--- src/design/pfio_pkg.sv ---
// ----------------------------------------------------------------------------
// pfio_pkg
// Types and codes shared by the fade gain block.
// ----------------------------------------------------------------------------
`default_nettype none
package pfio_pkg;
	localparam logic [1:0] FMT_U8  = 2'd0;
	localparam logic [1:0] FMT_S16 = 2'd1;
	localparam logic [1:0] FMT_S24 = 2'd2;
	localparam logic [1:0] FMT_S32 = 2'd3;
	localparam logic [1:0] CURVE_LIN    = 2'd0;
	localparam logic [1:0] CURVE_SMOOTH = 2'd1;
	localparam logic [1:0] CURVE_LOG    = 2'd2;
	localparam logic [2:0] REG_FORMAT   = 3'd0;
	localparam logic [2:0] REG_CHANNELS = 3'd1;
	localparam logic [2:0] REG_CLIP     = 3'd2;
	localparam logic [2:0] REG_FADE_IN  = 3'd3;
	localparam logic [2:0] REG_FADE_OUT = 3'd4;
	localparam logic [2:0] REG_CURVE    = 3'd5;
	localparam int CFG_IDX_W = 3;
	localparam int CFG_DATA_W = 32;
	typedef logic signed [31:0] sample_t;
endpackage
`default_nettype wire

--- src/design/pfio_if.sv ---
// ----------------------------------------------------------------------------
// pfio channel interfaces
// Sample input, result output and configuration write channels.
// ----------------------------------------------------------------------------
`default_nettype none
interface pfio_in_if import pfio_pkg::*; ();
	logic valid;
	logic ready;
	sample_t sample_in;
	modport source (output valid, output sample_in, input ready);
	modport sink (input valid, input sample_in, output ready);
endinterface

interface pfio_out_if import pfio_pkg::*; ();
	logic valid;
	logic ready;
	sample_t sample_out;
	logic clip_end;
	modport source (output valid, output sample_out, output clip_end, input ready);
	modport sink (input valid, input sample_out, input clip_end, output ready);
endinterface

interface pfio_cfg_if import pfio_pkg::*; ();
	logic valid;
	logic ready;
	logic [CFG_IDX_W-1:0] index;
	logic [CFG_DATA_W-1:0] data;
	modport source (output valid, output index, output data, input ready);
	modport sink (input valid, input index, input data, output ready);
endinterface
`default_nettype wire

--- src/design/pcm_fade_in_out_gain.sv ---
// Steps: a clip/channel division, then a fade-in pass and a fade-out pass; an active pass
// adds a fade division and a scaling step, with square and cube steps first for smoothstep.
// Divisions share one divider; multiply steps share the 32x(GAIN_FRAC_BITS+2) multiplier.
// Input: a sample is taken only once the last result is in the output register; the next
// sample is taken while a result waits there, and a second waiting result holds the block.
// Reset: arst_n clears registers to their reset values and all counters.
// ----------------------------------------------------------------------------
// pcm_fade_in_out_gain
// Fade-in / fade-out gain envelope over one interleaved PCM clip.
// ----------------------------------------------------------------------------
`default_nettype none
module pcm_fade_in_out_gain import pfio_pkg::*; #(
	parameter int MAX_CHANNELS = 8,
	parameter int GAIN_FRAC_BITS = 16,
	parameter int FRAME_COUNT_BITS = 24
) (
	input wire clk,
	input wire arst_n,
	pfio_in_if.sink in_ch,
	pfio_out_if.source out_ch,
	pfio_cfg_if.sink cfg
);
	localparam int G = GAIN_FRAC_BITS;
	localparam int NW = 32;
	localparam int DW = NW + G + 2;
	localparam int MAW = 32;
	localparam int MBW = G + 2;
	localparam int MPW = MAW + MBW;
	localparam int CW = $clog2(DW + 1);
	localparam logic [FRAME_COUNT_BITS-1:0] FMAX = '1;

	localparam logic [3:0] ST_IDLE = 4'd0;
	localparam logic [3:0] ST_CLAMP = 4'd1;
	localparam logic [3:0] ST_DIVCL = 4'd2;
	localparam logic [3:0] ST_PREP = 4'd3;
	localparam logic [3:0] ST_DIV = 4'd4;
	localparam logic [3:0] ST_SQ = 4'd5;
	localparam logic [3:0] ST_CUB = 4'd6;
	localparam logic [3:0] ST_SCALE = 4'd7;
	localparam logic [3:0] ST_NEXT = 4'd8;
	localparam logic [3:0] ST_OUT = 4'd9;

	logic [1:0] fmt_q, curve_q;
	logic [3:0] chan_q;
	logic [30:0] clip_q;
	logic [23:0] fin_q, fout_q;
	logic [30:0] pos_q;
	logic [4:0] iph_q, oph_q;
	logic [FRAME_COUNT_BITS-1:0] ifr_q, ofr_q;
	logic [3:0] st_q;
	logic pass_q;
	logic [30:0] cfr_q;
	logic signed [33:0] v_q;
	logic [DW-1:0] rem_q, quo_q, den_q;
	logic [CW-1:0] cnt_q;
	logic [MBW-1:0] g_q;
	logic [31:0] res_q;
	logic end_q, ovalid_q;

	logic [5:0] nc;
	logic [30:0] fin_c, fout_c, f_cur, span, k, d, n;
	logic in_act, out_act, act;
	logic [DW:0] rem_sh;
	logic qbit;
	logic [DW-1:0] quo_nx;
	logic [MAW-1:0] ma;
	logic [MBW-1:0] mb;
	logic [MPW-1:0] mp;
	logic [33:0] vmag;
	logic signed [33:0] vnext;
	logic last;
	logic emit;

	always_comb begin
		nc = (chan_q == 4'd0) ? 6'd1 : {2'b0, chan_q};
		if (32'(nc) > 32'(MAX_CHANNELS)) nc = 6'(MAX_CHANNELS);
	end

	assign fin_c = ({7'b0, fin_q} > cfr_q) ? cfr_q : {7'b0, fin_q};
	assign fout_c = ({7'b0, fout_q} > cfr_q) ? cfr_q : {7'b0, fout_q};
	assign f_cur = pass_q ? fout_c : fin_c;
	always_comb begin
		if (pass_q) span = ({7'b0, fout_q} > cfr_q) ? clip_q : 31'(fout_c * nc);
		else span = ({7'b0, fin_q} > cfr_q) ? clip_q : 31'(fin_c * nc);
		if (pass_q) in_act = 1'b0;
		else in_act = (fin_c > 31'd1) && (pos_q < span);
		out_act = pass_q && (fout_c > 31'd1) && ({1'b0, pos_q} >= 32'(clip_q) - 32'(span))
			&& (pos_q < clip_q);
		act = in_act || out_act;
		d = f_cur - 31'd1;
		k = pass_q ? ((31'(ofr_q) < d) ? 31'(ofr_q) : d)
			: ((31'(ifr_q) < d) ? 31'(ifr_q) : d);
		n = pass_q ? d - k : k;
	end

	assign rem_sh = {rem_q, quo_q[DW-1]};
	assign qbit = rem_sh >= {1'b0, den_q};
	assign quo_nx = {quo_q[DW-2:0], qbit};
	assign mp = MPW'(ma) * MPW'(mb);
	assign vmag = v_q[33] ? 34'(-v_q) : 34'(v_q);
	assign last = (clip_q != 31'd0) && (pos_q == clip_q - 31'd1);
	assign emit = (st_q == ST_OUT) && (!ovalid_q || out_ch.ready);

	always_comb begin
		ma = MAW'(quo_q);
		mb = MBW'(quo_q);
		unique case (st_q)
			ST_CUB: begin
				ma = MAW'(g_q);
				mb = (MBW'(3) << G) - MBW'({quo_q, 1'b0});
			end
			ST_SCALE: begin
				ma = MAW'(vmag);
				mb = g_q;
			end
			default: begin
				ma = MAW'(quo_q);
				mb = MBW'(quo_q);
			end
		endcase
		vnext = v_q[33] ? -34'(mp >> G) : 34'(mp >> G);
	end

	assign in_ch.ready = (st_q == ST_IDLE);
	assign cfg.ready = 1'b1;
	assign out_ch.valid = ovalid_q;
	assign out_ch.sample_out = res_q;
	assign out_ch.clip_end = end_q;

	always_ff @(posedge clk or negedge arst_n) begin
		if (!arst_n) begin
			fmt_q <= FMT_S16;
			chan_q <= 4'd2;
			clip_q <= '0;
			fin_q <= '0;
			fout_q <= '0;
			curve_q <= CURVE_LIN;
			pos_q <= '0;
			iph_q <= '0;
			oph_q <= '0;
			ifr_q <= '0;
			ofr_q <= '0;
			st_q <= ST_IDLE;
			ovalid_q <= 1'b0;
			pass_q <= 1'b0;
			end_q <= 1'b0;
			cnt_q <= '0;
			cfr_q <= '0;
			v_q <= '0;
			rem_q <= '0;
			quo_q <= '0;
			den_q <= '0;
			g_q <= '0;
			res_q <= '0;
		end else begin
			if (cfg.valid) begin
				unique case (cfg.index)
					REG_FORMAT: fmt_q <= cfg.data[1:0];
					REG_CHANNELS: chan_q <= cfg.data[3:0];
					REG_CLIP: clip_q <= cfg.data[30:0];
					REG_FADE_IN: fin_q <= cfg.data[23:0];
					REG_FADE_OUT: fout_q <= cfg.data[23:0];
					REG_CURVE: curve_q <= cfg.data[1:0];
					default: ;
				endcase
			end
			if (emit) ovalid_q <= 1'b1;
			else if (out_ch.ready) ovalid_q <= 1'b0;
			unique case (st_q)
				ST_IDLE: if (in_ch.valid) begin
					unique case (fmt_q)
						FMT_U8: v_q <= 34'($signed({1'b0, in_ch.sample_in[7:0]})) - 34'sd128;
						FMT_S16: v_q <= 34'(signed'(in_ch.sample_in[15:0]));
						FMT_S24: v_q <= 34'(signed'(in_ch.sample_in[23:0]));
						default: v_q <= 34'(in_ch.sample_in);
					endcase
					rem_q <= '0;
					quo_q <= DW'(clip_q) << (DW - 31);
					den_q <= DW'(nc);
					cnt_q <= CW'(31);
					st_q <= ST_DIVCL;
				end
				ST_DIVCL: begin
					if (qbit) rem_q <= DW'(rem_sh - {1'b0, den_q});
					else rem_q <= DW'(rem_sh);
					quo_q <= quo_nx;
					cnt_q <= cnt_q - 1'b1;
					if (cnt_q == CW'(1)) st_q <= ST_CLAMP;
				end
				ST_CLAMP: begin
					cfr_q <= quo_q[30:0];
					pass_q <= 1'b0;
					st_q <= ST_PREP;
				end
				ST_PREP: begin
					if (act) begin
						rem_q <= '0;
						quo_q <= DW'({n, {G{1'b0}}}) << (DW - 31 - G);
						den_q <= (curve_q == CURVE_LOG) ? DW'({d, 1'b0} - {1'b0, n})
							: DW'(d);
						cnt_q <= CW'(31 + G);
						st_q <= ST_DIV;
					end else st_q <= ST_NEXT;
				end
				ST_DIV: begin
					if (qbit) rem_q <= DW'(rem_sh - {1'b0, den_q});
					else rem_q <= DW'(rem_sh);
					quo_q <= quo_nx;
					cnt_q <= cnt_q - 1'b1;
					if (cnt_q == CW'(1)) begin
						if (curve_q == CURVE_SMOOTH) st_q <= ST_SQ;
						else begin
							g_q <= MBW'(quo_nx);
							st_q <= ST_SCALE;
						end
					end
				end
				ST_SQ: begin
					g_q <= MBW'(mp >> G);
					st_q <= ST_CUB;
				end
				ST_CUB: begin
					g_q <= MBW'(mp >> G);
					st_q <= ST_SCALE;
				end
				ST_SCALE: begin
					v_q <= vnext;
					if (pass_q) begin
						if (oph_q + 5'd1 >= 5'(nc)) begin
							oph_q <= '0;
							if (ofr_q < FMAX) ofr_q <= ofr_q + 1'b1;
						end else oph_q <= oph_q + 5'd1;
					end else begin
						if (iph_q + 5'd1 >= 5'(nc)) begin
							iph_q <= '0;
							if (ifr_q < FMAX) ifr_q <= ifr_q + 1'b1;
						end else iph_q <= iph_q + 5'd1;
					end
					st_q <= ST_NEXT;
				end
				ST_NEXT: begin
					if (!pass_q) begin
						pass_q <= 1'b1;
						st_q <= ST_PREP;
					end else st_q <= ST_OUT;
				end
				ST_OUT: if (emit) begin
					res_q <= (fmt_q == FMT_U8) ? {24'b0, 8'(v_q + 34'sd128)} : v_q[31:0];
					end_q <= last;
					if (last) begin
						pos_q <= '0;
						iph_q <= '0;
						oph_q <= '0;
						ifr_q <= '0;
						ofr_q <= '0;
					end else pos_q <= pos_q + 31'd1;
					st_q <= ST_IDLE;
				end
				default: st_q <= ST_IDLE;
			endcase
		end
	end
endmodule
`default_nettype wire

--- src/flat_wrapper.sv ---
// flat-port wrapper written by rule: the top's interface ports become plain ports
module pcm_fade_in_out_gain_flat import pfio_pkg::*;
#(
	parameter int MAX_CHANNELS = 8,
	parameter int GAIN_FRAC_BITS = 16,
	parameter int FRAME_COUNT_BITS = 24
)
  (clk, arst_n, in_ch_valid, in_ch_sample_in, in_ch_ready, out_ch_valid, out_ch_sample_out, out_ch_clip_end, out_ch_ready, cfg_valid, cfg_index, cfg_data, cfg_ready);
  pfio_in_if in_ch_i ();
  pfio_out_if out_ch_i ();
  pfio_cfg_if cfg_i ();
  input wire clk;
  input wire arst_n;
  input wire logic [$bits(in_ch_i.valid)-1:0] in_ch_valid;
  input wire logic [$bits(in_ch_i.sample_in)-1:0] in_ch_sample_in;
  output wire logic [$bits(in_ch_i.ready)-1:0] in_ch_ready;
  output wire logic [$bits(out_ch_i.valid)-1:0] out_ch_valid;
  output wire logic [$bits(out_ch_i.sample_out)-1:0] out_ch_sample_out;
  output wire logic [$bits(out_ch_i.clip_end)-1:0] out_ch_clip_end;
  input wire logic [$bits(out_ch_i.ready)-1:0] out_ch_ready;
  input wire logic [$bits(cfg_i.valid)-1:0] cfg_valid;
  input wire logic [$bits(cfg_i.index)-1:0] cfg_index;
  input wire logic [$bits(cfg_i.data)-1:0] cfg_data;
  output wire logic [$bits(cfg_i.ready)-1:0] cfg_ready;
  assign in_ch_i.valid = in_ch_valid;
  assign in_ch_i.sample_in = in_ch_sample_in;
  assign in_ch_ready = in_ch_i.ready;
  assign out_ch_valid = out_ch_i.valid;
  assign out_ch_sample_out = out_ch_i.sample_out;
  assign out_ch_clip_end = out_ch_i.clip_end;
  assign out_ch_i.ready = out_ch_ready;
  assign cfg_i.valid = cfg_valid;
  assign cfg_i.index = cfg_index;
  assign cfg_i.data = cfg_data;
  assign cfg_ready = cfg_i.ready;
  pcm_fade_in_out_gain #(.MAX_CHANNELS(MAX_CHANNELS), .GAIN_FRAC_BITS(GAIN_FRAC_BITS), .FRAME_COUNT_BITS(FRAME_COUNT_BITS)) u_core (.clk(clk), .arst_n(arst_n), .in_ch(in_ch_i), .out_ch(out_ch_i), .cfg(cfg_i));
endmodule
--- config.mk ---
export PLATFORM = sky130hd
export DESIGN_NAME = pcm_fade_in_out_gain_flat
export DESIGN_NICKNAME = d
export VERILOG_FILES = /design/src/design/pfio_pkg.sv /design/src/design/pfio_if.sv /design/src/design/pcm_fade_in_out_gain.sv /design/src/flat_wrapper.sv
export SDC_FILE = /design/constraint.sdc
export NUM_CORES = 2
export LEC_CHECK = 0
export ABC_AREA = 1
export ABC_CLOCK_PERIOD_IN_PS = 20500
export BUFFER_PORTS_ARGS = -buffer_cell sky130_fd_sc_hd__clkbuf_2
export CAP_MARGIN = 20
export CORE_ASPECT_RATIO = 0.5
export CORE_UTILIZATION = 50
export CTS_CLUSTER_SIZE = 40
export DETAILED_ROUTE_END_ITERATION = 8
export PLACE_DENSITY = 0.63
export SLEW_MARGIN = 5
export SYNTH_ARGS = -nofsm -noshare
export SYNTH_HDL_FRONTEND = slang
export SYNTH_SLANG_ARGS = --single-unit
export TNS_END_PERCENT = 1
--- constraint.sdc ---
create_clock -name clk -period 20.5 [get_ports clk]
set_input_delay 1.025 -clock clk [delete_from_list [all_inputs] [get_ports clk]]
set_output_delay 1.025 -clock clk [all_outputs]
set_load 0.02 [all_outputs]
== Word level (Yosys, flattened, before mapping) ==
Index checks and enable logic that the tools add are counted.
Word-level totals
  memories: 0
  flip-flop bits (word level): 454
  ROM bits: 0
  memory bits (writable): 0
  latch bits: 0
  output and inout port bits: 36
  word-level logic and storage cells: 198
  input bits: 72
Operators by class
  bitwise gates (word level): 0
  shifts and indexed selects: 0
  $add $sub $neg: 17
  order comparisons: 15
  equality and inequality tests: 33
  muxes and demuxes: 68
  divide/modulo/power cells: 0
  $mul: 3
  reductions and logical operators: 39
Operator list (count)
  $mux 50: 8
  $mux 31: 11
  $pmux 50 s3: 2
  $mux 24: 8
  $pmux 34 s3: 1
  $pmux 50 s2: 1
  $pmux 24 s2: 2
  $pmux 18 s2: 2
  $mux 34: 2
  $pmux 34 s2: 1
  $mux 32: 2
  $pmux 32 s2: 1
  $gt 24x31->1: 2
  $gt 31x1->1 const B: 2
  $lt 24x31->1: 2
  $lt 31x31->1: 2
  $mul 31x6->31: 2
  $sub 31x1->31 const B: 2
  $ge 51x50->1: 1
  $mul 32x18->50: 1
  $sub 50x50->50: 1
  $add 24x1->24 const B: 2
  $lt 24x24->1 const B: 2
  $pmux 4 s10: 1
  other kinds (50): 114

== Depth between registers and ports, before layout ==
  depth in word-level cells: 14
  mapped depth: 89
  mapped depth without buffers: 87

== Worst setup path before layout ==
Ideal clock, no wire load.
  kind: register to register
  from: register u_core.cfr_q[6]
  to: register u_core.den_q[30]
  library setup time: 0.082 ns
  data arrival time: 8.714 ns
  period minus slack after synthesis: 8.796 ns
  stages on the path, launching flop included: 83
  path slack: 11.704 ns
  path buffers: 2
  required time: 20.418 ns
  cell sequence: dfrtp_1 inv_1 ha_1 nand2_1 inv_1 a21oi_1 nand2_1 nand2_1 nand2_1 nand2_1 nand2_4 nand2_4 buf_8 nand2_2 nand2_4 nand2_4 nand2_4 nand2_4 [47 not listed] nand2_1 ha_1 inv_1 o31ai_1 nand3_1 nand2_1 nand2_1 nand2_1 nand3_1 nand2_1 nand2_1 nand2_1 inv_1 o21ai_0 inv_1 nor2_1 o22ai_1 o22ai_1
Between the ends
  cells in the longest elaborated chain, start to end: 13
  elaborated cells on any way between the ends: 35
  classes of those cells: 4 x add/sub; 2 x mul; 8 x order compare; 1 x eq/ne; 14 x mux; 6 x reduce/logical
Ends and longest elaborated chain
  start: declaration: RTL line pcm_fade_in_out_gain.sv:52  | logic [30:0] cfr_q;
  start signal: assignment: RTL line pcm_fade_in_out_gain.sv:191  | cfr_q <= quo_q[30:0];
  $gt 24x31->1, on equally long branches
  $mux 31, on equally long branches: RTL line pcm_fade_in_out_gain.sv:79, pcm_fade_in_out_gain.sv:80
  $mux 31: RTL line pcm_fade_in_out_gain.sv:81  | assign f_cur = pass_q ? fout_c : fin_c;
  $sub 31x1->31: RTL line pcm_fade_in_out_gain.sv:90  | d = f_cur - 31'd1;
  $lt 24x31->1, on equally long branches: RTL line pcm_fade_in_out_gain.sv:92, pcm_fade_in_out_gain.sv:91
  $mux 31, on equally long branches: RTL line pcm_fade_in_out_gain.sv:92, pcm_fade_in_out_gain.sv:91
  $mux 31: RTL line pcm_fade_in_out_gain.sv:91  | k = pass_q ? ((31'(ofr_q) < d) ? 31'(ofr_q) : d)
  $sub 31x31->31: RTL line pcm_fade_in_out_gain.sv:93  | n = pass_q ? d - k : k;
  $mux 31: RTL line pcm_fade_in_out_gain.sv:93
  $sub 32x31->33: RTL line pcm_fade_in_out_gain.sv:199  | den_q <= (curve_q == CURVE_LOG) ? DW'({d, 1'b0} - {1'b0, n})
  $mux 50: RTL line pcm_fade_in_out_gain.sv:199
  $mux 50: RTL line pcm_fade_in_out_gain.sv:196  | if (act) begin
  $pmux 50 s2: RTL line pcm_fade_in_out_gain.sv:169  | unique case (st_q)
  end signal: assignment: RTL line pcm_fade_in_out_gain.sv:179  | den_q <= DW'(nc);
  end signal: assignment: RTL line pcm_fade_in_out_gain.sv:199
  end: declaration: RTL line pcm_fade_in_out_gain.sv:54  | logic [DW-1:0] rem_q, quo_q, den_q;
Several ways; a longest one is shown, not always the timed one. The select of a mux whose other input is x is not followed.
A chain may end at the register's enable or synchronous reset.

== Final worst setup path ==
  from: register u_core.cfr_q[22]
  to: register u_core.den_q[48]
Same word-level chain as after synthesis.

==> metrics.txt <==
DRT Wirelength=204 mm; core area=0.123 sq mm; Critical Path RT=21.00 ns; Min-Delay Path Class=in2async; post-DR vias/cell=5.55; Worst-Margin Slew=1.11 ns; # DRC=0; Max-slew headroom=25.7%; via count=57,400; Routability Congestion=0.969; Critical R2R Launch=u_core.cfr_q[22]; WP data arrival=13.20 ns; CTS Sinks=436; Synth area leader=fa_1; total CTS buffers=51; critical path type=reg2reg; grt total ovfl=0; worst slack, placed=8.11 ns; placed cell area=0.0645 sq mm; sequential share of the synthesized area=17.5%; Crit. End Element=register; Top Family by Delay on Critical Path=simple AND/OR/NAND/NOR gates; largest net degree at the start of global routing=75; Starting DRT DRC Count=5,373; die area=0.126 sq mm; Synth Cell Area=0.0624 sq mm; first drt pass iteration count=8; Synth async-reset ratio=100%; status=completed; deepest clock path buffer count=3; PostCTS Resize Cnt=0; design area=0.0664 sq mm; Detailed Place HPWL=161 mm; Slowest cell on crit path=nand2_4; Post-synth EDFFs=0; Crit path top cell by count=nand2_1; Startpoint Class=register; highest net fanout along the worst path=21; number of global-route vias before repair=55,400; initial antenna violation count=6; CP startpoint=u_core.cfr_q[22]; Nets=9,869; first-pass GRT wire length=320 mm; initial core utilization=50.5%; IO Pins=108; max_cap viols=0; CTS Root Cell=clkbuf_16; period utilization=62.0%; share of layout cells above drive strength 1=5.20%; synth warn=0; Pins Over Slew Limit=0; CTS tree=yes; Port Buf Inserts=105; Yosys cell types=79; Die X-Extent=501 um; Area contributors post-synth=fa_1 19%, dfrtp_1 17%, ha_1 11%; Final Hold Fails=0; skew final=0.0575 ns; syn avg cell area=7.20 sq um; Cells after Synth=8,657; WP buf/inv=10; cts hold-fix bufs=0; top cell type's share of synthesized area=19.0%; chip height=252 um; Post-Layout Cell Count=10,400; row cnt=91; top_reg_cell synth=dfrtp_1; Final WS setup=7.80 ns; area delta synth->final=6.51%; GRT Util Overall=32.5%; post-CTS setup buffer count=0; max frequency=0.0787 GHz; RSZ-0062 raised after global routing=false; crit path time final=12.70 ns; max incr delay on CP=0.62 ns; Setup TNS Final=0 ns; post-route ant nets=0; placed cells=10,300; Clock transition at path regs=0.07 ns; Final setup viols=0; H-tree levels=2; latest clock arrival within the worst-skew pair=0.67 ns; routed len/inst=19.7 um; Yosys reg bits=436
-- sequential cells by signal (all words and copies together), names as in the netlist, 24 cells and up --
register / cells
u_core.quo_q: 50
u_core.rem_q: 50
u_core.den_q: 33
u_core.v_q: 33
u_core.out_ch.sample_out: 32
u_core.cfr_q: 31
u_core.clip_q: 31
u_core.pos_q: 31
u_core.fin_q: 24
u_core.fout_q: 24
u_core.ifr_q: 24
u_core.ofr_q: 24
-- per-stage QoR --
stage	hold slack (ns)	util, %
floorplan	0.448	-
global placement	0.460	52.3
detailed placement	0.466	52.3
CTS	0.344	53.8
global route	0.370	53.8
finish	0.328	53.8
-- worst paths after layout --
kind	to	slack, ns	depth (start not counted)
worst min-delay path	u_core.pos_q[7]	0.33	1
worst min register to register	u_core.out_ch.sample_out[1]	0.49	2
worst max-delay path	u_core.den_q[48]	7.80	74
min in group clk	u_core.out_ch.sample_out[1]	0.49	2
worst max register to register	u_core.den_q[48]	7.80	74
max in group asynchronous	u_core.pass_q	17.30	4
-- metal layers --
metal | wire length [um] | GRT usage (%) | vias up | part of all wire (%)
met5 | 0 | 0 | - | 0
met4 | 5440 | 8.45 | 0 | 2.7
met3 | 17900 | 5.78 | 276 | 8.8
met2 | 87200 | 49.6 | 2082 | 43
met1 | 93300 | 47.3 | 27700 | 46
li1 | - | - | 27400 | -
-- final cells by class --
type / count / area [sq um]
Inverter: 1596 / 6000
Multi-Input combinational cell: 6367 / 44400
Sequential cell: 436 / 10900
Fill cell: 12400 / 57000
Clock inverter: 29 / 474
Clock buffer: 65 / 1380
Tap cell: 1674 / 2090
Antenna cell: 2 / 5.00
Timing Repair Buffer: 182 / 1150
-- cell usage in the layout, fill, tap and decap left out, types with 31 or more instances in the layout --
| cell | Yosys | layout |
|---|---|---|
| xor2_1 | 171 | 171 |
| nand3_1 | 315 | 312 |
| fa_1 | 592 | 592 |
| conb_1 | 2 | 43 |
| nor3_1 | 110 | 110 |
| a21oi_1 | 537 | 531 |
| o22ai_1 | 54 | 54 |
| o21ai_0 | 635 | 633 |
| xnor2_1 | 95 | 95 |
| nor2_1 | 809 | 802 |
| nand2_2 | 38 | 40 |
| clkbuf_2 | 0 | 104 |
| o221ai_1 | 32 | 32 |
| ha_1 | 571 | 571 |
| nand2_1 | 1832 | 1830 |
| buf_4 | 8 | 74 |
| o21ai_1 | 43 | 39 |
| inv_1 | 1570 | 1567 |
| dfrtp_1 | 434 | 432 |
| nor4_1 | 31 | 31 |
| clkbuf_16 | 0 | 52 |
| nand4_1 | 77 | 77 |
| o31ai_1 | 33 | 33 |
| o211ai_1 | 57 | 57 |
-- cell usage after synthesis (all sizes together), types with 117 or more instances --
master  count
nand2    1893
inv      1584
nor2      823
o21ai     681
fa        592
ha        571
a21oi     537
dfrtp     434
nand3     340
clkbuf    237
xor2      171
nor3      117
-- logic make-up (layout without fill, tap and decap cells) --
family                     Yosys count  count (layout)  synth area share (%)
other                                2              45                0.0120
buffers and inverters             1895            1872                  11.7
DFF                                436             436                  17.5
and+or+nand+nor                   3332            3332                  22.6
xor gates and xnor gates           266             266                  3.74
AOI/OAI and AO/OA                 1563            1563                  14.0
adders and majority gates         1163            1163                  30.5
Power is not shown: default switching activity piles up to over one toggle a cycle in this logic, so the estimate is an artifact.
